**src/hdl/aes_cbc_pkg.sv**
```systemverilog
// AES-256 CBC package: S-box, round helpers, register codes and controller commands.
// No dependencies.
package aes_cbc_pkg;

    localparam int unsigned RegIdxW = 3;

    typedef enum logic [RegIdxW-1:0] {
        REG_KEY0 = 3'd0,
        REG_KEY1 = 3'd1,
        REG_KEY2 = 3'd2,
        REG_KEY3 = 3'd3,
        REG_IVH  = 3'd4,
        REG_IVL  = 3'd5
    } t_reg_idx;

    typedef struct packed {
        logic load;        // take input item, start round 0
        logic rekey;       // new message: load key schedule and IV
        logic step;        // run one round
        logic last_round;  // round without MixColumns
        logic finish;      // latch result into chain / output
    } t_cmd;

    function automatic logic [7:0] sbox(input logic [7:0] a);
        logic [7:0] r;
        case (a)
            8'h00: r=8'h63; 8'h01: r=8'h7c; 8'h02: r=8'h77; 8'h03: r=8'h7b;
            8'h04: r=8'hf2; 8'h05: r=8'h6b; 8'h06: r=8'h6f; 8'h07: r=8'hc5;
            8'h08: r=8'h30; 8'h09: r=8'h01; 8'h0a: r=8'h67; 8'h0b: r=8'h2b;
            8'h0c: r=8'hfe; 8'h0d: r=8'hd7; 8'h0e: r=8'hab; 8'h0f: r=8'h76;
            8'h10: r=8'hca; 8'h11: r=8'h82; 8'h12: r=8'hc9; 8'h13: r=8'h7d;
            8'h14: r=8'hfa; 8'h15: r=8'h59; 8'h16: r=8'h47; 8'h17: r=8'hf0;
            8'h18: r=8'had; 8'h19: r=8'hd4; 8'h1a: r=8'ha2; 8'h1b: r=8'haf;
            8'h1c: r=8'h9c; 8'h1d: r=8'ha4; 8'h1e: r=8'h72; 8'h1f: r=8'hc0;
            8'h20: r=8'hb7; 8'h21: r=8'hfd; 8'h22: r=8'h93; 8'h23: r=8'h26;
            8'h24: r=8'h36; 8'h25: r=8'h3f; 8'h26: r=8'hf7; 8'h27: r=8'hcc;
            8'h28: r=8'h34; 8'h29: r=8'ha5; 8'h2a: r=8'he5; 8'h2b: r=8'hf1;
            8'h2c: r=8'h71; 8'h2d: r=8'hd8; 8'h2e: r=8'h31; 8'h2f: r=8'h15;
            8'h30: r=8'h04; 8'h31: r=8'hc7; 8'h32: r=8'h23; 8'h33: r=8'hc3;
            8'h34: r=8'h18; 8'h35: r=8'h96; 8'h36: r=8'h05; 8'h37: r=8'h9a;
            8'h38: r=8'h07; 8'h39: r=8'h12; 8'h3a: r=8'h80; 8'h3b: r=8'he2;
            8'h3c: r=8'heb; 8'h3d: r=8'h27; 8'h3e: r=8'hb2; 8'h3f: r=8'h75;
            8'h40: r=8'h09; 8'h41: r=8'h83; 8'h42: r=8'h2c; 8'h43: r=8'h1a;
            8'h44: r=8'h1b; 8'h45: r=8'h6e; 8'h46: r=8'h5a; 8'h47: r=8'ha0;
            8'h48: r=8'h52; 8'h49: r=8'h3b; 8'h4a: r=8'hd6; 8'h4b: r=8'hb3;
            8'h4c: r=8'h29; 8'h4d: r=8'he3; 8'h4e: r=8'h2f; 8'h4f: r=8'h84;
            8'h50: r=8'h53; 8'h51: r=8'hd1; 8'h52: r=8'h00; 8'h53: r=8'hed;
            8'h54: r=8'h20; 8'h55: r=8'hfc; 8'h56: r=8'hb1; 8'h57: r=8'h5b;
            8'h58: r=8'h6a; 8'h59: r=8'hcb; 8'h5a: r=8'hbe; 8'h5b: r=8'h39;
            8'h5c: r=8'h4a; 8'h5d: r=8'h4c; 8'h5e: r=8'h58; 8'h5f: r=8'hcf;
            8'h60: r=8'hd0; 8'h61: r=8'hef; 8'h62: r=8'haa; 8'h63: r=8'hfb;
            8'h64: r=8'h43; 8'h65: r=8'h4d; 8'h66: r=8'h33; 8'h67: r=8'h85;
            8'h68: r=8'h45; 8'h69: r=8'hf9; 8'h6a: r=8'h02; 8'h6b: r=8'h7f;
            8'h6c: r=8'h50; 8'h6d: r=8'h3c; 8'h6e: r=8'h9f; 8'h6f: r=8'ha8;
            8'h70: r=8'h51; 8'h71: r=8'ha3; 8'h72: r=8'h40; 8'h73: r=8'h8f;
            8'h74: r=8'h92; 8'h75: r=8'h9d; 8'h76: r=8'h38; 8'h77: r=8'hf5;
            8'h78: r=8'hbc; 8'h79: r=8'hb6; 8'h7a: r=8'hda; 8'h7b: r=8'h21;
            8'h7c: r=8'h10; 8'h7d: r=8'hff; 8'h7e: r=8'hf3; 8'h7f: r=8'hd2;
            8'h80: r=8'hcd; 8'h81: r=8'h0c; 8'h82: r=8'h13; 8'h83: r=8'hec;
            8'h84: r=8'h5f; 8'h85: r=8'h97; 8'h86: r=8'h44; 8'h87: r=8'h17;
            8'h88: r=8'hc4; 8'h89: r=8'ha7; 8'h8a: r=8'h7e; 8'h8b: r=8'h3d;
            8'h8c: r=8'h64; 8'h8d: r=8'h5d; 8'h8e: r=8'h19; 8'h8f: r=8'h73;
            8'h90: r=8'h60; 8'h91: r=8'h81; 8'h92: r=8'h4f; 8'h93: r=8'hdc;
            8'h94: r=8'h22; 8'h95: r=8'h2a; 8'h96: r=8'h90; 8'h97: r=8'h88;
            8'h98: r=8'h46; 8'h99: r=8'hee; 8'h9a: r=8'hb8; 8'h9b: r=8'h14;
            8'h9c: r=8'hde; 8'h9d: r=8'h5e; 8'h9e: r=8'h0b; 8'h9f: r=8'hdb;
            8'ha0: r=8'he0; 8'ha1: r=8'h32; 8'ha2: r=8'h3a; 8'ha3: r=8'h0a;
            8'ha4: r=8'h49; 8'ha5: r=8'h06; 8'ha6: r=8'h24; 8'ha7: r=8'h5c;
            8'ha8: r=8'hc2; 8'ha9: r=8'hd3; 8'haa: r=8'hac; 8'hab: r=8'h62;
            8'hac: r=8'h91; 8'had: r=8'h95; 8'hae: r=8'he4; 8'haf: r=8'h79;
            8'hb0: r=8'he7; 8'hb1: r=8'hc8; 8'hb2: r=8'h37; 8'hb3: r=8'h6d;
            8'hb4: r=8'h8d; 8'hb5: r=8'hd5; 8'hb6: r=8'h4e; 8'hb7: r=8'ha9;
            8'hb8: r=8'h6c; 8'hb9: r=8'h56; 8'hba: r=8'hf4; 8'hbb: r=8'hea;
            8'hbc: r=8'h65; 8'hbd: r=8'h7a; 8'hbe: r=8'hae; 8'hbf: r=8'h08;
            8'hc0: r=8'hba; 8'hc1: r=8'h78; 8'hc2: r=8'h25; 8'hc3: r=8'h2e;
            8'hc4: r=8'h1c; 8'hc5: r=8'ha6; 8'hc6: r=8'hb4; 8'hc7: r=8'hc6;
            8'hc8: r=8'he8; 8'hc9: r=8'hdd; 8'hca: r=8'h74; 8'hcb: r=8'h1f;
            8'hcc: r=8'h4b; 8'hcd: r=8'hbd; 8'hce: r=8'h8b; 8'hcf: r=8'h8a;
            8'hd0: r=8'h70; 8'hd1: r=8'h3e; 8'hd2: r=8'hb5; 8'hd3: r=8'h66;
            8'hd4: r=8'h48; 8'hd5: r=8'h03; 8'hd6: r=8'hf6; 8'hd7: r=8'h0e;
            8'hd8: r=8'h61; 8'hd9: r=8'h35; 8'hda: r=8'h57; 8'hdb: r=8'hb9;
            8'hdc: r=8'h86; 8'hdd: r=8'hc1; 8'hde: r=8'h1d; 8'hdf: r=8'h9e;
            8'he0: r=8'he1; 8'he1: r=8'hf8; 8'he2: r=8'h98; 8'he3: r=8'h11;
            8'he4: r=8'h69; 8'he5: r=8'hd9; 8'he6: r=8'h8e; 8'he7: r=8'h94;
            8'he8: r=8'h9b; 8'he9: r=8'h1e; 8'hea: r=8'h87; 8'heb: r=8'he9;
            8'hec: r=8'hce; 8'hed: r=8'h55; 8'hee: r=8'h28; 8'hef: r=8'hdf;
            8'hf0: r=8'h8c; 8'hf1: r=8'ha1; 8'hf2: r=8'h89; 8'hf3: r=8'h0d;
            8'hf4: r=8'hbf; 8'hf5: r=8'he6; 8'hf6: r=8'h42; 8'hf7: r=8'h68;
            8'hf8: r=8'h41; 8'hf9: r=8'h99; 8'hfa: r=8'h2d; 8'hfb: r=8'h0f;
            8'hfc: r=8'hb0; 8'hfd: r=8'h54; 8'hfe: r=8'hbb; 8'hff: r=8'h16;
            default: r=8'h00;
        endcase
        return r;
    endfunction

    function automatic logic [31:0] sub_word(input logic [31:0] w);
        return {sbox(w[31:24]), sbox(w[23:16]), sbox(w[15:8]), sbox(w[7:0])};
    endfunction

    function automatic logic [7:0] xtime(input logic [7:0] b);
        return {b[6:0], 1'b0} ^ (b[7] ? 8'h1b : 8'h00);
    endfunction

    // state byte i sits at bits 127-8i
    function automatic logic [127:0] enc_round(input logic [127:0] s, input logic last);
        logic [7:0] t [16];
        logic [7:0] a0, a1, a2, a3, al;
        logic [127:0] o;
        for (int c = 0; c < 4; c++) begin
            for (int r = 0; r < 4; r++) begin
                t[r+4*c] = sbox(s[127-8*(r+4*((c+r)%4)) -: 8]);
            end
        end
        for (int c = 0; c < 4; c++) begin
            a0 = t[4*c]; a1 = t[4*c+1]; a2 = t[4*c+2]; a3 = t[4*c+3];
            al = a0 ^ a1 ^ a2 ^ a3;
            if (!last) begin
                t[4*c]   = a0 ^ al ^ xtime(a0 ^ a1);
                t[4*c+1] = a1 ^ al ^ xtime(a1 ^ a2);
                t[4*c+2] = a2 ^ al ^ xtime(a2 ^ a3);
                t[4*c+3] = a3 ^ al ^ xtime(a3 ^ a0);
            end
        end
        for (int i = 0; i < 16; i++) begin
            o[127-8*i -: 8] = t[i];
        end
        return o;
    endfunction

endpackage

```
**src/hdl/aes_cbc_ctrl.sv**
```systemverilog
// AES-256 CBC controller: sequences load, 14 rounds and result handoff.
// Depends on aes_cbc_pkg.
module aes_cbc_ctrl #(
    parameter int unsigned ROUNDS = 14
) (
    input  logic                   i_clk,
    input  logic                   i_rst_n,
    input  logic                   i_in_valid,
    input  logic                   i_is_final,
    input  logic                   i_out_ready,
    output logic                   o_in_ready,
    output logic                   o_out_valid,
    output aes_cbc_pkg::t_cmd      o_cmd,
    output logic [$clog2(ROUNDS+1)-1:0] o_round
);
    localparam int unsigned RW = $clog2(ROUNDS+1);

    typedef enum logic [0:0] {S_IDLE, S_RUN} t_state;

    t_state r_state;
    logic [RW-1:0] r_round;
    logic r_mid;
    logic r_final;
    logic r_out_valid;

    logic accept;
    logic done;

    assign o_in_ready = (r_state == S_IDLE) && (!r_out_valid || i_out_ready);
    assign accept = i_in_valid && o_in_ready;
    assign done = (r_state == S_RUN) && (r_round == RW'(ROUNDS));

    always_comb begin
        o_cmd.load = accept;
        o_cmd.rekey = accept && !r_mid;
        o_cmd.step = (r_state == S_RUN);
        o_cmd.last_round = (r_round == RW'(ROUNDS));
        o_cmd.finish = done;
    end
    assign o_round = r_round;
    assign o_out_valid = r_out_valid;

    always_ff @(posedge i_clk) begin
        if (!i_rst_n) begin
            r_state <= S_IDLE;
            r_round <= '0;
            r_mid <= 1'b0;
            r_final <= 1'b0;
            r_out_valid <= 1'b0;
        end else begin
            if (r_out_valid && i_out_ready) begin
                r_out_valid <= 1'b0;
            end
            case (r_state)
                S_IDLE: begin
                    if (accept) begin
                        r_state <= S_RUN;
                        r_round <= RW'(1);
                        r_mid <= 1'b1;
                        r_final <= i_is_final;
                    end
                end
                S_RUN: begin
                    if (done) begin
                        r_state <= S_IDLE;
                        r_out_valid <= 1'b1;
                        if (r_final) begin
                            r_mid <= 1'b0;
                        end
                    end else begin
                        r_round <= r_round + RW'(1);
                    end
                end
                default: r_state <= S_IDLE;
            endcase
        end
    end
endmodule

```
**config.mk**
```make
export PLATFORM = sky130hd
export DESIGN_NAME = aes_cbc_ctrl
export DESIGN_NICKNAME = d
export VERILOG_FILES = /design/src/hdl/aes_cbc_pkg.sv /design/src/hdl/aes_cbc_ctrl.sv
export SDC_FILE = /design/constraint.sdc
export NUM_CORES = 1
export LEC_CHECK = 0
export BUFFER_PORTS_ARGS = -buffer_cell sky130_fd_sc_hd__buf_2
export CAP_MARGIN = 20
export CORE_AREA = 2 2 39 41
export DETAILED_ROUTE_END_ITERATION = 10
export DIE_AREA = 0 0 41 43
export GPL_ROUTABILITY_DRIVEN = 0
export PLACE_DENSITY_LB_ADDON = 0.12
export SYNTH_ARGS = -nofsm -noshare
export SYNTH_HDL_FRONTEND = slang
export SYNTH_SLANG_ARGS = --single-unit
```
**constraint.sdc**
```tcl
create_clock -name i_clk -period 2 [get_ports i_clk]
set_clock_uncertainty 0.1 [all_clocks]
set_input_delay 0.5 -clock i_clk [delete_from_list [all_inputs] [get_ports i_clk]]
set_output_delay 0.5 -clock i_clk [all_outputs]
set_load 0.005 [all_outputs]
```
==> results of run 1 <==
==> per-layer routing <==
metal	global-route usage, %	wire [um]	up-vias
met5	0	0	-
met4	5.33	0	0
met3	4.71	57	0
met2	15.0	401	11
met1	18.2	481	176
li1	-	-	205
==> where the power goes <==
part	total [mW]	leakage (nW)	internal [mW]	switching [mW]
registers	0.174	0.0666	0.168	0.00585
logic	0.0571	0.189	0.0285	0.0286
clock network	0.127	0.0138	0.0689	0.0583
==> registers in the layout, summed over array words and instances, names as in the netlist <==
name	count
o_out_valid	1
o_round	4
r_final	1
r_mid	1
r_state	1
==> repair_timing <==
action | in CTS | in global routing
setup buffers | 0 | 2
gates resized for setup | 4 | 1
endpoints found under the setup margin | 1 | 1
==> layout make-up <==
| type | count | area (um2) | area share, % |
|---|---|---|---|
| Clock buffer | 3 | 22.5 | 4.14 |
| Inverter | 3 | 11.3 | 2.07 |
| Tap cell | 16 | 20.0 | 3.68 |
| Sequential cell | 8 | 165 | 30.3 |
| Timing Repair Buffer | 19 | 105 | 19.3 |
| Multi-Input combinational cell | 32 | 220 | 40.5 |
==> layout by cell type, fill, tap and decap left out, types with 2 or more instances in the layout <==
cell                        n
sky130_fd_sc_hd__nand3_1    3
sky130_fd_sc_hd__and2_1     3
sky130_fd_sc_hd__inv_1      2
sky130_fd_sc_hd__clkbuf_4   3
sky130_fd_sc_hd__nand2_1    3
sky130_fd_sc_hd__ha_1       2
sky130_fd_sc_hd__nor2_1     3
sky130_fd_sc_hd__buf_2     15
sky130_fd_sc_hd__dfxtp_1    6
sky130_fd_sc_hd__buf_4      4
==> logic make-up after synthesis <==
family | after synthesis | synth area share (%)
and+or+nand+nor | 19 | 24.3
AOI/OAI and AO/OA | 10 | 18.6
adders and majority gates | 2 | 5.92
xor gates and xnor gates | 1 | 2.07
buffers and inverters | 9 | 11.2
DFF | 8 | 37.9
==> cell usage after synthesis (2+ instances only) <==
library cell and instances:
sky130_fd_sc_hd__inv_1 2, sky130_fd_sc_hd__and2_1 3, sky130_fd_sc_hd__nand2_1 3, sky130_fd_sc_hd__dfxtp_1 8, sky130_fd_sc_hd__ha_1 2, sky130_fd_sc_hd__nand3_1 3, sky130_fd_sc_hd__nor2_1 3, sky130_fd_sc_hd__buf_4 3
==> worst min-delay path, stage by stage (launching register included) <==
cell	delay, ns
sky130_fd_sc_hd__dfxtp_1	0.31
sky130_fd_sc_hd__o21ai_0	0.07
sky130_fd_sc_hd__a21oi_1	0.07
==> metrics by stage <==
stage	instance area [um2]	utilization [%]	setup WS, ns
after floorplan	423	-	0.177
after global placement	497	35.9	0.158
after detailed placement	497	35.9	0.168
after CTS	528	38.2	0.0550
after global routing	544	39.3	0.0205
final	544	39.3	0.0886
==> worst max path at each step <==
stage                    end  slack [ns]  cells after the start
floorplan           o_cmd[0]        0.18                      6
global placement    o_cmd[0]        0.16                      5
detailed placement  o_cmd[0]        0.17                      5
CTS                 o_cmd[0]        0.05                      5
global route        o_cmd[0]        0.02                      5
finish              o_cmd[0]        0.09                      5
==> impl_summary.md, run 1 <==
Floorplan
The die span in y is between 40 and 50 um. The starting density of the core is a little under a third. The area of the die is 1760 um2. The floorplan has 14 rows. In this run the count of I/O pins placed on the die edge is 16. The width of the die is between 40 and 50 um.

The area inside the core boundary is between 1000 and 1500 um2.

CTS
The clock transition time at the flip-flop clock pins of the worst setup and hold paths is ~0.060 ns. The clock root buffer is sky130_fd_sc_hd__clkbuf_4. In this run the deepest clock path goes through 2 buffers. The number of clock buffers inserted by TritonCTS is 3.

CTS built an H-tree with a depth of 1. The hold buffer count at cts is 0. For the worst-skew pair, the clock arrives at the later sink with an insertion delay of ~0.25 ns. For this design, the sink count on the clock tree is 8.

The clock tree from TritonCTS is built.

GRT
The via count of the first global-routing pass is about 340. The global-route usage over all layers is around 12%. The overflow left after global routing is 0. The initial antenna violation count is 0. The first global-routing pass estimated 1460 um of wire. Entering global routing, the biggest net connects 11 pins.

Worst setup path
The cell at the slowest stage of the critical path is sky130_fd_sc_hd__dfxtp_4. The cell depth of the worst flop-to-flop path is 5. Across all register-to-register paths, the minimum setup slack is roughly 0.63 ns.

The critical register-to-register path startpoint is o_round[0]. Along the worst path, the maximum fanout reaches 8. The critical path goes through inv_1 > ha_1 > and3_4 > and2_1 > buf_2. The capturing element type of the critical path is an output port. The largest stage delay on the critical path is ~0.35 ns. The data arrival time of the critical path is 1.31 ns. The first element of the critical path is o_round[0]. For the worst setup path, the data required time is about 1.4 ns. The number of buffers and inverters on the critical path is 2. The critical path class is reg2out. The capture instance of the worst register-to-register path is o_round[0].

The worst setup path is launched from a register. On the critical path the largest part of the delay comes from simple AND/OR/NAND/NOR gates.

Detailed routing
The number of vias after detailed routing is 392. The post-detailed-routing wire length is 941 um. Dividing the detail-routed via count by the number of cells gives between 4 and 5. The first routing iteration left 12 violations. The number of nets with antenna violations after routing is 0.

The detailed-route DRC error count is 0. The average routed wire per standard cell is about 12 um. Before antenna repair, the detailed router went through 4 iterations.

STA
Setup violations remaining at the end of the flow were counted as 0. Final hold analysis gives a worst-case slack of 0.388 ns. The post-route minimum period is roughly 1.9 ns. The final-report hold violation count is 0. The maximum achievable frequency is about 520 MHz. In this run the tightest slew margin relative to its limit is between 80% and 90%.

The max-slew violation count is 0. The transition time of the tightest slew-check pin is 0.274 ns. Setup repair after global routing left no endpoint under its margin. The final critical path takes up between 90% and 100% of the cycle.

Summed over all failing endpoints, the final setup total negative slack is 0 ns.

Pwr
Across the VDD grid, the largest voltage drop is 0.000334 V. The static leakage is 0.269 nW. The total power density per cell area is 658 nW/um2.

The total power is 358 uW.

Layout
The area growth from synthesis to layout is 28.7%. The number of antenna cells inserted is 0. The final non-filler cell total is between 80 and 90.

The fraction of final layout cells with drive strength greater than 1 is 41.5%. For this run, the post-layout net count is 74. The layout filler cell count is 150.

Flow run
The number of max-capacitance violations reported is 0.

Synth
The synthesized design contains 8 register bits. In this run the biggest area consumer among cell types represents 37.9% of the synthesized area. Sorting the synthesized cells by area gives the leading types as sky130_fd_sc_hd__dfxtp_1 38%, sky130_fd_sc_hd__ha_1 5.9%, sky130_fd_sc_hd__buf_4 5.3%. The area of the mapped netlist is approximately 420 um2. The net count of the mapped netlist is 56. The primary flip-flop cell chosen by synthesis mapping is sky130_fd_sc_hd__dfxtp_1. The number of unique standard cell types used by synthesis is 30.

The gate count after technology mapping is 49. The number of warning messages in the yosys log is 0. The most area-hungry cell type in the Yosys netlist is sky130_fd_sc_hd__dfxtp_1. The sequential-to-total area share from yosys stat is around 38%. The number of flops mapped to enable cells by yosys is 0.

After synthesis, the mean cell area works out to between 8 and 9 um2. In the synthesized netlist the async set-or-reset flop fraction comes to 0%.

Hold path
The path with the worst hold slack has its endpoint at r_final. The path category of the worst min-delay check is reg2reg. The origin of the worst min-delay path is r_final. Counting instances, the worst hold path has a depth of 2.

Placed design
The count of input and output buffers is 15. The detailed-placement wirelength estimate is between 600 and 700 um. The post-placement cell count is 76.

Outcome
The flow ran to the end, and the final reports show no timing, DRC or antenna violations.
(Power assumes the default switching activity.)
==> run 2, diff against run 1 <==
- ABC_CLOCK_PERIOD_IN_PS: default -> 2400
- clock period: 2 -> 2.4 ns (I/O delays scaled with it)
==> run 2 against run 1 <==
  * Clock-buffer cell count stayed put
  * Worst hold slack worse by 0.0077 ns
  * Die area stayed put
  * Sequential power is 14% lower
  * Setup slack better by 0.088 ns
  * Cell area is 6.0% lower
  * Core utilization is 2.4 points lower
  * Cell count is 3.7% lower
  * First-iteration DRC count is 17% lower
  * Critical endpoint unchanged
==> impl_summary.md, run 2 (synthesized netlist as in run 1, its figures left out) <==
Outcome
The run finished with clean final reports.

Worst setup path
The capturing element type of the critical path is an output port. The maximum fanout encountered on the critical timing path is 8 (unchanged). The data arrival time of the critical path is 1.52 ns (+0.21 ns).

The critical path data required time is 1.70 ns (+0.30 ns). The worst setup path is launched from a register. The critical path in this run is classified as reg2out.

Layout
The final non-filler cell total is 78 (-3.7%). The flip-flop count of the largest register, all copies and words added is 4 (unchanged). The layout filler cell count came to 156 (+4.0%). The library cell used most frequently in the layout, excluding fill and tap cells, is sky130_fd_sc_hd__buf_2. The post-layout net count is 71 (-4.1%). The area added between synthesis and finish is 21.0%. The final design instance area without fill is 512 um2 (-6.0%). The library cells used most frequently in the layout, excluding fill and tap cells, are 15 x sky130_fd_sc_hd__buf_2, 8 x sky130_fd_sc_hd__dfxtp_1.

The number of antenna cells inserted is 0 (unchanged). The fraction of final layout cells with drive strength greater than 1 was 33.9% (-7.7 points).

CTS
TritonCTS built the clock tree. The clock network latency to the later pin of the worst-skew pair is 0.25 ns (about the same). The number of sinks on the clock net is 8 (unchanged). The maximum clock insertion buffer count is 2 (unchanged).

The total setup buffers inserted after CTS is 0 (unchanged). The number of H-tree levels was 1 (unchanged). The clock transition time at the flip-flop clock pins of the worst setup and hold paths is 0.05 ns (about the same).

The number of clock buffers inserted by TritonCTS is 3 (unchanged). The post-cts repair resize count is 0 (-4). CTS placed an instance of sky130_fd_sc_hd__clkbuf_4 at the clock tree root. The hold buffer count at cts was 0 (unchanged).

Pwr
The internal power of the cells was 215 uW (-19%). The power share of the combinational group is 12.5% (-3.4 points). The static leakage is 0.255 nW (-5.3%).

The total power is 286 uW (-20%). The net switching power figure came to 71.5 uW (-23%). The fraction of power consumed by the clock network came to 35.5% (about the same). The sequential cell fraction of total power is 51.9% (+3.3 points). The maximum vdd drop is 0.000201 V (-40%). The total power density per cell area is 560 nW/um2 (-15%). The net switching share of the total power was 24.9% (-0.94 points).

Floorplan
The area of the die came to 1760 um2 (unchanged). The number of rows created at floorplan is 14 (unchanged). The I/O pin total was 16 (unchanged). The width of the die is 41 um (unchanged). The die span in y is 43 um (unchanged). The starting density of the core is 30.6% (unchanged).

The area inside the core boundary is 1380 um2 (unchanged).

STA
Based on the critical path, the design can be clocked at up to 450 MHz. The transition time of the tightest slew-check pin came to 0.317 ns (+0.0429 ns). The summed negative setup slack over all endpoints is 0 ns (unchanged). Setup repair after global routing left no endpoint under its margin. The setup violation total in the final timing report is 0 (unchanged). The final-report hold violation count is 0 (unchanged). The max-slew violation count came to 0 (unchanged). The fraction of the cycle the final worst path needs is slightly above 90%. The post-route minimum period is ~2.2 ns. The worst slew slack as a fraction of its limit is 78.8% (-2.7 points).

Detailed routing
The post-detailed-routing wire length is 902 um (-4.1%). The mean number of vias per cell is 4.99 (+3.1%). The average routed wire per standard cell is 11.6 um (-0.46%). The number of vias after detailed routing is 389 (-0.77%). The first-pass detailed-route iteration total is 4 (unchanged). The detailed-route DRC error count came to 0 (unchanged).

The number of nets with antenna violations after routing came to 0 (unchanged). The number of violations reported at the end of detailed-routing iteration 0 is 10 (-2).

GRT
The maximum number of pins on one net before global-route repair is 11 (unchanged). The overflow left after global routing came to 0 (unchanged). The global-route wire length before repair is 1400 um (-4.2%). The via count of the first global-routing pass is 316 (-6.8%). The global-route usage over all layers is 12.3% (+0.088 points).

The initial antenna violation count is 0 (unchanged).

Flow run
The number of max-capacitance violations reported came to 0 (unchanged).

Placed design
The post-place instance area is 489 um2 (-1.5%). The count of input and output buffers is 15 (unchanged). The detailed-placement wirelength estimate came to 689 um (+1.5%). The post-placement cell count came to 75 (-1.3%).

Hold path
The worst hold path belongs to the class reg2reg.
-- run 2: cell count changes in the layout (fill, tap and decap cells not counted) --
cell / change
sky130_fd_sc_hd__dfxtp_2: -1
sky130_fd_sc_hd__and3_1: +1
sky130_fd_sc_hd__dfxtp_1: +2
sky130_fd_sc_hd__dfxtp_4: -1
sky130_fd_sc_hd__and3_4: -1
sky130_fd_sc_hd__buf_4: -3
-- run 2: cell type report --
type / count / area (um2) / share of cell area [%]
repair buffers: 16 / 82.6 / 16.1
multi-input cells: 32 / 215 / 42.1
flip-flops and latches: 8 / 160 / 31.3
clock buffers: 3 / 22.5 / 4.40
well taps: 16 / 20.0 / 3.91
inverters: 3 / 11.3 / 2.20
-- run 2: through the flow --
stage,hold WS (ns),setup slack (ns),utilization [%]
2_1_floorplan,0.352,0.477,-
3_3_place_gp,0.377,0.416,35.4
3_5_place_dp,0.378,0.418,35.4
4_1_cts,0.386,0.164,37.0
5_1_grt,0.407,0.0393,37.0
6_report,0.380,0.177,37.0
-- run 2: worst max-delay path, stage by stage (launching register included) --
cell and delay, ns:
sky130_fd_sc_hd__dfxtp_1 0.42, sky130_fd_sc_hd__inv_1 0.07, sky130_fd_sc_hd__ha_1 0.19, sky130_fd_sc_hd__and3_1 0.27, sky130_fd_sc_hd__and2_1 0.20, sky130_fd_sc_hd__buf_2 0.12
-- run 2: per-layer routing --
metal | routed length, um | track usage (%) | up-vias
met5 | 0 | 0 | -
met4 | 0 | 4.00 | 0
met3 | 103 | 7.85 | 0
met2 | 384 | 14.7 | 17
met1 | 413 | 17.5 | 173
li1 | - | - | 199
-- run 2: final timing paths --
path | to | slack, ns | start | depth (start not counted)
worst max-delay path | o_cmd[0] | 0.18 | o_round[0] | 5
worst min-delay path | r_final | 0.38 | r_final | 2
worst max register to register | o_out_valid | 0.87 | o_round[0] | 5
worst min register to register | r_final | 0.38 | r_final | 2
-- run 2: power groups by stage --
| stage | sequential (mW) | clock (mW) | combinational, mW |
|---|---|---|---|
| 3_3_place_gp | 0.152 | 0 | 0.0366 |
| 5_1_grt | 0.150 | 0.118 | 0.0421 |
| 2_1_floorplan | 0.150 | 0 | 0.0254 |
| 4_1_cts | 0.149 | 0.111 | 0.0365 |
| 3_5_place_dp | 0.152 | 0 | 0.0364 |
| 6_report | 0.149 | 0.102 | 0.0359 |
